[config.mk]
export PLATFORM = sky130hd
export DESIGN_NAME = smallest_free_id_finder_core
export DESIGN_NICKNAME = d
export VERILOG_FILES = /design/src/rtl/sfif_pkg.sv /design/src/rtl/smallest_free_id_finder_core.sv /design/src/rtl/sfif_ram.sv
export SDC_FILE = /design/constraint.sdc
export NUM_CORES = 1
export LEC_CHECK = 0
export BUFFER_PORTS_ARGS = -buffer_cell sky130_fd_sc_hd__buf_2
export CORE_MARGIN = 3
export CORE_UTILIZATION = 65
export CTS_BUF_LIST = sky130_fd_sc_hd__clkbuf_8 sky130_fd_sc_hd__clkbuf_16
export CTS_CLUSTER_DIAMETER = 120
export DETAILED_ROUTE_END_ITERATION = 12
export HOLD_SLACK_MARGIN = 0.08
export PLACE_DENSITY = 0.82
export SLEW_MARGIN = 20
export SYNTH_ARGS = -nofsm -noshare
export SYNTH_HDL_FRONTEND = slang
export SYNTH_SLANG_ARGS = --single-unit
[constraint.sdc]
create_clock -name clk -period 6.1 [get_ports clk]
set_input_delay 1.22 -clock clk [delete_from_list [all_inputs] [get_ports clk]]
set_output_delay 1.22 -clock clk [all_outputs]
set_load 0.05 [all_outputs]
[src/rtl/sfif_pkg.sv]
// Package for the smallest free ID finder: field widths, bitmap geometry,
// status codes and the default ID range.
// Depends on nothing; used by the core and its top-level parameter defaults.
`default_nettype none

package sfif_pkg;

  // Default number of IDs tracked in the used-ID bitmap.
  localparam int MAX_IDS_DEF = 256;

  // Bitmap bits held in one memory word.
  localparam int WORD_BITS = 16;

  // Payload field widths.
  localparam int ID_W      = 16;
  localparam int FREE_ID_W = 9;
  localparam int STATUS_W  = 2;

  // Result status codes.
  typedef enum logic [STATUS_W-1:0] {
    STATUS_OK      = 2'd0,
    STATUS_INVALID = 2'd1,
    STATUS_FULL    = 2'd2
  } status_t;

endpackage

`default_nettype wire

[src/rtl/smallest_free_id_finder_core.sv]
// Smallest free ID finder: marks used IDs in a word-wide bitmap RAM and
// scans it for the first gap on the last item of a list.
// Depends on sfif_pkg and sfif_ram.
//
//   Channel  | Handshake        | Payload
//   ---------+------------------+-------------------------------------------
//   input    | start / busy     | in_id_value, in_has_id, in_is_last
//   result   | out_valid strobe | out_free_id, out_status
//
// Items that are not last transfer one per cycle; a read-modify-write of the
// bitmap word runs behind them, with the last written word forwarded.
// After a last item, busy stays high through a drain state that finishes
// that item's write, then through a scan of the bitmap words (MAX_IDS/16
// rounded up, at most), one read per word; an invalid list skips the scan.
// Reset and each result clear the bitmap at once through per-word valid bits.
// The result strobe lasts one cycle; the receiver cannot stall it.
`default_nettype none

module smallest_free_id_finder_core #(
  parameter int MAX_IDS = sfif_pkg::MAX_IDS_DEF
) (
  input  wire logic                                  clk,
  input  wire logic                                  rst_n,
  input  wire logic                                  start,
  output logic                                       busy,
  input  wire logic signed [sfif_pkg::ID_W-1:0]      in_id_value,
  input  wire logic                                  in_has_id,
  input  wire logic                                  in_is_last,
  output logic                                       out_valid,
  output logic             [sfif_pkg::FREE_ID_W-1:0] out_free_id,
  output logic             [sfif_pkg::STATUS_W-1:0]  out_status
);

  localparam int WB        = sfif_pkg::WORD_BITS;
  localparam int WBL       = $clog2(WB);
  localparam int ROWS      = (MAX_IDS + WB - 1) / WB;
  localparam int AW        = (ROWS > 1) ? $clog2(ROWS) : 1;
  localparam int LAST_BITS = MAX_IDS - (ROWS - 1) * WB;
  localparam int IDW       = sfif_pkg::ID_W;

  typedef enum logic [1:0] {
    S_LOAD,
    S_DRAIN,
    S_SCAN
  } state_t;

  state_t state_r;

  // Write stage of the read-modify-write.
  logic          s1_vld_r;
  logic [AW-1:0] s1_row_r;
  logic [WB-1:0] s1_mask_r;

  // Last written word, forwarded to a following access of the same row.
  logic          fw_vld_r;
  logic [AW-1:0] fw_row_r;
  logic [WB-1:0] fw_data_r;

  logic [ROWS-1:0] row_vld_r;
  logic            invalid_r;

  // Scan read issue and check stages.
  logic          scan_run_r;
  logic [AW-1:0] scan_addr_r;
  logic          chk_vld_r;
  logic [AW-1:0] chk_row_r;

  logic                             out_valid_r;
  logic [sfif_pkg::FREE_ID_W-1:0]   out_free_id_r;
  sfif_pkg::status_t                out_status_r;

  logic                  accept;
  logic                  id_low;
  logic                  id_high;
  logic                  mark;
  logic signed [IDW-1:0] id_m1;
  logic [IDW-1:0]        row_sh;
  logic [AW-1:0]         in_row;
  logic [WBL-1:0]        in_bit;

  logic          ram_re;
  logic [AW-1:0] ram_raddr;
  logic [WB-1:0] ram_rdata;
  logic          fwd_hit;
  logic [WB-1:0] base_word;
  logic [WB-1:0] merged;

  logic [WB-1:0]  chk_word;
  logic [WB-1:0]  pad_mask;
  logic           fz_found;
  logic [WBL-1:0] fz_pos;
  logic [AW+WBL:0] fid_full;

  // Input decode: range checks and bitmap position of the ID.
  assign accept  = start && !busy;
  assign id_low  = in_id_value < $signed(IDW'(1));
  assign id_high = in_id_value > $signed(IDW'(MAX_IDS));
  assign mark    = in_has_id && !id_low && !id_high;
  assign id_m1   = in_id_value - $signed(IDW'(1));
  assign row_sh  = IDW'(id_m1) >> WBL;
  assign in_row  = row_sh[AW-1:0];
  assign in_bit  = id_m1[WBL-1:0];

  // The read port serves the input side while loading and the scan otherwise.
  assign ram_re    = (accept && mark) || ((state_r == S_SCAN) && scan_run_r);
  assign ram_raddr = (state_r == S_SCAN) ? scan_addr_r : in_row;

  // Merge the new bit into the freshest copy of the word.
  assign fwd_hit   = fw_vld_r && (fw_row_r == s1_row_r);
  assign base_word = fwd_hit ? fw_data_r :
                     (row_vld_r[s1_row_r] ? ram_rdata : '0);
  assign merged    = base_word | s1_mask_r;

  sfif_ram #(
    .WIDTH (WB),
    .DEPTH (ROWS)
  ) u_map_ram (
    .clk   (clk),
    .we    (s1_vld_r),
    .waddr (s1_row_r),
    .wdata (merged),
    .re    (ram_re),
    .raddr (ram_raddr),
    .rdata (ram_rdata)
  );

  // Word under check; bits past MAX_IDS in the last word count as used.
  always_comb begin
    for (int b = 0; b < WB; b++) begin
      pad_mask[b] = (chk_row_r == AW'(ROWS - 1)) && (b >= LAST_BITS);
    end
    chk_word = (row_vld_r[chk_row_r] ? ram_rdata : '0) | pad_mask;
  end

  // Lowest clear bit of the checked word.
  always_comb begin
    fz_found = ~&chk_word;
    fz_pos   = '0;
    for (int b = WB - 1; b >= 0; b--) begin
      if (!chk_word[b]) begin
        fz_pos = WBL'(b);
      end
    end
  end

  assign fid_full = {1'b0, chk_row_r, fz_pos} + (AW + WBL + 1)'(1);

  // Control, bitmap bookkeeping and the result register.
  always_ff @(posedge clk) begin
    if (!rst_n) begin
      state_r     <= S_LOAD;
      s1_vld_r    <= 1'b0;
      fw_vld_r    <= 1'b0;
      row_vld_r   <= '0;
      invalid_r   <= 1'b0;
      scan_run_r  <= 1'b0;
      chk_vld_r   <= 1'b0;
      out_valid_r <= 1'b0;
    end else begin
      out_valid_r <= 1'b0;
      s1_vld_r    <= accept && mark;
      if (accept && mark) begin
        s1_row_r  <= in_row;
        s1_mask_r <= WB'(1) << in_bit;
      end
      if (s1_vld_r) begin
        fw_vld_r            <= 1'b1;
        fw_row_r            <= s1_row_r;
        fw_data_r           <= merged;
        row_vld_r[s1_row_r] <= 1'b1;
      end
      chk_vld_r <= (state_r == S_SCAN) && scan_run_r;
      chk_row_r <= scan_addr_r;

      unique case (state_r)
        S_LOAD: begin
          if (accept) begin
            if (in_has_id && id_low) begin
              invalid_r <= 1'b1;
            end
            if (in_is_last) begin
              state_r <= S_DRAIN;
            end
          end
        end
        S_DRAIN: begin
          // The last item's write completes in this cycle.
          scan_addr_r <= '0;
          if (invalid_r) begin
            out_valid_r   <= 1'b1;
            out_free_id_r <= '0;
            out_status_r  <= sfif_pkg::STATUS_INVALID;
            row_vld_r     <= '0;
            fw_vld_r      <= 1'b0;
            invalid_r     <= 1'b0;
            state_r       <= S_LOAD;
          end else begin
            scan_run_r <= 1'b1;
            state_r    <= S_SCAN;
          end
        end
        S_SCAN: begin
          if (scan_run_r) begin
            scan_addr_r <= scan_addr_r + AW'(1);
            if (scan_addr_r == AW'(ROWS - 1)) begin
              scan_run_r <= 1'b0;
            end
          end
          if (chk_vld_r && (fz_found || (chk_row_r == AW'(ROWS - 1)))) begin
            out_valid_r   <= 1'b1;
            out_free_id_r <= fz_found ? sfif_pkg::FREE_ID_W'(fid_full) : '0;
            out_status_r  <= fz_found ? sfif_pkg::STATUS_OK : sfif_pkg::STATUS_FULL;
            row_vld_r     <= '0;
            fw_vld_r      <= 1'b0;
            invalid_r     <= 1'b0;
            scan_run_r    <= 1'b0;
            chk_vld_r     <= 1'b0;
            state_r       <= S_LOAD;
          end
        end
        default: begin
          state_r <= S_LOAD;
        end
      endcase
    end
  end

  assign busy        = (state_r != S_LOAD);
  assign out_valid   = out_valid_r;
  assign out_free_id = out_free_id_r;
  assign out_status  = out_status_r;

endmodule

`default_nettype wire

[src/rtl/sfif_ram.sv]
// Generic single-write, single-read synchronous RAM with a registered read.
// Depends on nothing; instanced by the smallest free ID finder core.
`default_nettype none

module sfif_ram #(
  parameter int WIDTH = 16,
  parameter int DEPTH = 16
) (
  input  wire logic                                 clk,
  input  wire logic                                 we,
  input  wire logic [((DEPTH > 1) ? $clog2(DEPTH) : 1)-1:0] waddr,
  input  wire logic [WIDTH-1:0]                     wdata,
  input  wire logic                                 re,
  input  wire logic [((DEPTH > 1) ? $clog2(DEPTH) : 1)-1:0] raddr,
  output logic      [WIDTH-1:0]                     rdata
);

  logic [WIDTH-1:0] mem [DEPTH];

  // A read in the same cycle as a write to that entry returns the old data.
  always_ff @(posedge clk) begin
    if (we) begin
      mem[waddr] <= wdata;
    end
    if (re) begin
      rdata <= mem[raddr];
    end
  end

endmodule

`default_nettype wire
==> metrics.txt <==
crit start category=primary input; Area Overhead vs Synth=12.1%; xor/xnor share of the synthesized area=0.592%; RR Endpoint=u_map_ram.rdata[9]; # resized after CTS=0; worst endpoint data arrival time=4180 ps; CTS H-Tree Depth=2; critical path's top delay family=simple AND/OR/NAND/NOR gates; GRT Total Usage=29.3%; simple-gate portion of the synthesized area=7.24%; vias in the first global route=8,984; Vias/cell=6.74; Worst-path clk slew=60 ps; routed vias=8,974; total grt overflow=0; final setup fails=0; leak pwr=5.59 nW; Die Height=157 µm; CORE AREA=22,100 µm²; CP endpoint=u_map_ram.rdata[9]; slew margin rel.=29.2%; Register-to-Register Path Depth=11; CP Max Fanout=45; R2R setup slack=2180 ps; Root Driver=clkbuf_16; Worst Path Class, Setup=primary input to flip-flop; Unique masters post-synth=60; Iteration-0 DRC Markers=1,139; Max Fclk=0.255 GHz; synthesized cell area=14,800 µm²; Seq/Total Area, Yosys=70.5%; reg-to-reg startpoint=state_r[0]; ys flop type=edfxtp_1; clock tree sinks=355; WL/cell=26.4 µm; Pre-Repair DR Iteration Count=7; Worst setup startpoint=in_id_value[3]; Cell Rows=54; CP Cell Sequence=buf_2, nor4_4, mux2_4, or2_4, buf_12, mux4_2, a32oi_1, o211ai_1; flops & latches, synth=355; dominant cells by area after synthesis=edfxtp_1 67%, mux4_2 6.2%, dfxtp_1 3.2%, mux2i_1 2.6%, o21ai_0 2.3%; worst hold path startpoint=scan_run_r; unrepaired setup endpoints after global routing=false; final WL=35,100 µm; Final period util=64.3%; Post-synth ARST share=0%; Hold Path Class=flip-flop to flip-flop; I/O Buffers=33; Bufs on Longest Clock Path=3; TNS Setup=0 ps; Synth Net Count=986; Avg Cell Area, Syn=15.4 µm²; postcts setup bufs=0; Max Cap Violations=0; drt drc=0; clock skew=12.4 ps; Slew Limit Fails=0; critical path depth=8; CTS Buf Count=36; DRT antenna net count=0; hold buffer count at CTS=0; chip width=157 µm; Period minus WS final=3930 ps; largest net degree at the start of global routing=46; initial antenna violation count=1; nets=1,054; Compound-Gate Fraction of Synth Area=8.21%; CTS tree=built; area share of fa/ha/maj cells after synthesis=0.677%; mux cell area share after synthesis=10.1%; cell count after synthesis=957; slowest CP cell=or2_4; pwr/cell area=336 nW/µm²; final RePlAce weighted congestion=0.850; share of cells above drive strength 1=20.3%; worst vdd ir=0.000300 V; Die ar.=24,600 µm²; first-pass GRT wire length=53,300 µm; crit end category=flip-flop; Worst-Skew Late Latency=520 ps; final core occ=75.0%; YS warnings=0; ANT cells=0; Worst EP required=6350 ps; CP max stage delay=600 ps; Initial Util=66.9%; status=completed; leading area contributor after synthesis=edfxtp_1; WP buf/inv=2; Final Hold Viols=0; IO Pins=34; HPWL after detailed placement=20,700 µm; Post-synth EDFFs=331; Worst-Margin Slew=1060 ps; share of the synthesized area in the top cell type=67.2%; largest family of logic cells by synthesized area=multiplexers
logic make-up after synthesis:
family	count (synthesis)
DFF	355
and+or+nand+nor	218
AOI/OAI and AO/OA	188
muxes	95
buffers and inverters	83
xor gates and xnor gates	10
adders and majority gates	8
how the worst min path moves through the flow:
stage                   to  slack, ps  depth (start not counted)
3_5_place_dp     chk_vld_r        490                          1
2_1_floorplan  fw_row_r[1]        420                          0
5_1_grt          chk_vld_r        510                          1
4_1_cts          chk_vld_r        500                          1
3_3_place_gp      fw_vld_r        480                          2
6_report         chk_vld_r        500                          1
layer usage:
layer / track usage, % / part of all wire (%)
met1: 39.6 / 37
met2: 46.2 / 48
met3: 7.36 / 10
met4: 12.8 / 4.0
met5: 0 / 0.037
cell type report:
type                       instances  area (µm²)
timing repair buffer              75         497
clock inverter                    25         166
multi-input combinational        519        4040
tap                              280         350
fill                            1250        5530
clock buffer                      39         953
sequential                       355       10400
inverter                          38         143
sequential cells by signal, indices dropped and copies added (netlist names):
| name | count |
|---|---|
| out_status | 2 |
| fw_vld_r | 1 |
| u_map_ram.rdata | 16 |
| out_valid | 1 |
| scan_addr_r | 4 |
| chk_vld_r | 1 |
| invalid_r | 1 |
| s1_vld_r | 1 |
| u_map_ram.mem | 256 |
| scan_run_r | 1 |
| fw_row_r | 4 |
| s1_row_r | 4 |
| row_vld_r | 16 |
| state_r | 2 |
| s1_mask_r | 16 |
| fw_data_r | 16 |
| chk_row_r | 4 |
| out_free_id | 9 |
through the flow:
stage	worst slack, ps	instances	hold WS (ps)	power (mW)	cell area [µm²]
6_report	2170	1331	497	5.56	16600
5_1_grt	1910	1331	515	5.73	16600
4_1_cts	2170	1330	499	5.58	16500
3_5_place_dp	1700	1266	492	3.50	15400
3_3_place_gp	1830	1266	476	3.47	15400
2_1_floorplan	2760	957	424	3.34	14800
worst reg2reg max path, stage by stage, from the launching register on:
cell and delay [ps]:
dfxtp_1 340, inv_1 80, ha_1 150, buf_4 290
clkinv_1 360, nor2_1 180, buf_4 340, or2_4 620
buf_12 370, mux4_2 580, a32oi_1 200, o211ai_1 130
Yosys cell counts (all sizes together), types with 17 or more instances:
cell type and instances:
nand2 74, o21ai 69, dfxtp 24, inv 37
o211ai 44, nor2 53, mux2i 39, buf 23
a21oi 32, clkbuf 22, edfxtp 331, nand2b 17
mux4 41
cells in the final DEF, fill, tap and decap left out, types with 7 or more instances in the layout:
cell	netlist	final
nand4_1	8	8
a21oi_1	32	32
nand3_1	13	13
and2_1	9	9
mux4_2	41	41
buf_4	4	40
nor2_2	0	11
clkbuf_16	0	37
clkinv_1	1	9
nor3_1	12	8
edfxtp_1	331	331
mux2_2	14	14
a32oi_1	14	14
dfxtp_1	24	24
ha_1	8	8
nand2_1	74	74
clkinv_2	0	7
inv_1	37	43
o211ai_1	44	44
mux2i_1	39	39
nor2_1	53	41
o21ai_0	67	67
nand2b_1	17	16
buf_2	12	33
report_power, final:
group / internal, mW / switching [mW] / total (mW)
sequential: 2.68 / 0.0363 / 2.72
combinational: 0.293 / 0.455 / 0.749
clock: 1.18 / 0.915 / 2.09
No activity file was read; power rests on OpenSTA's default activity.
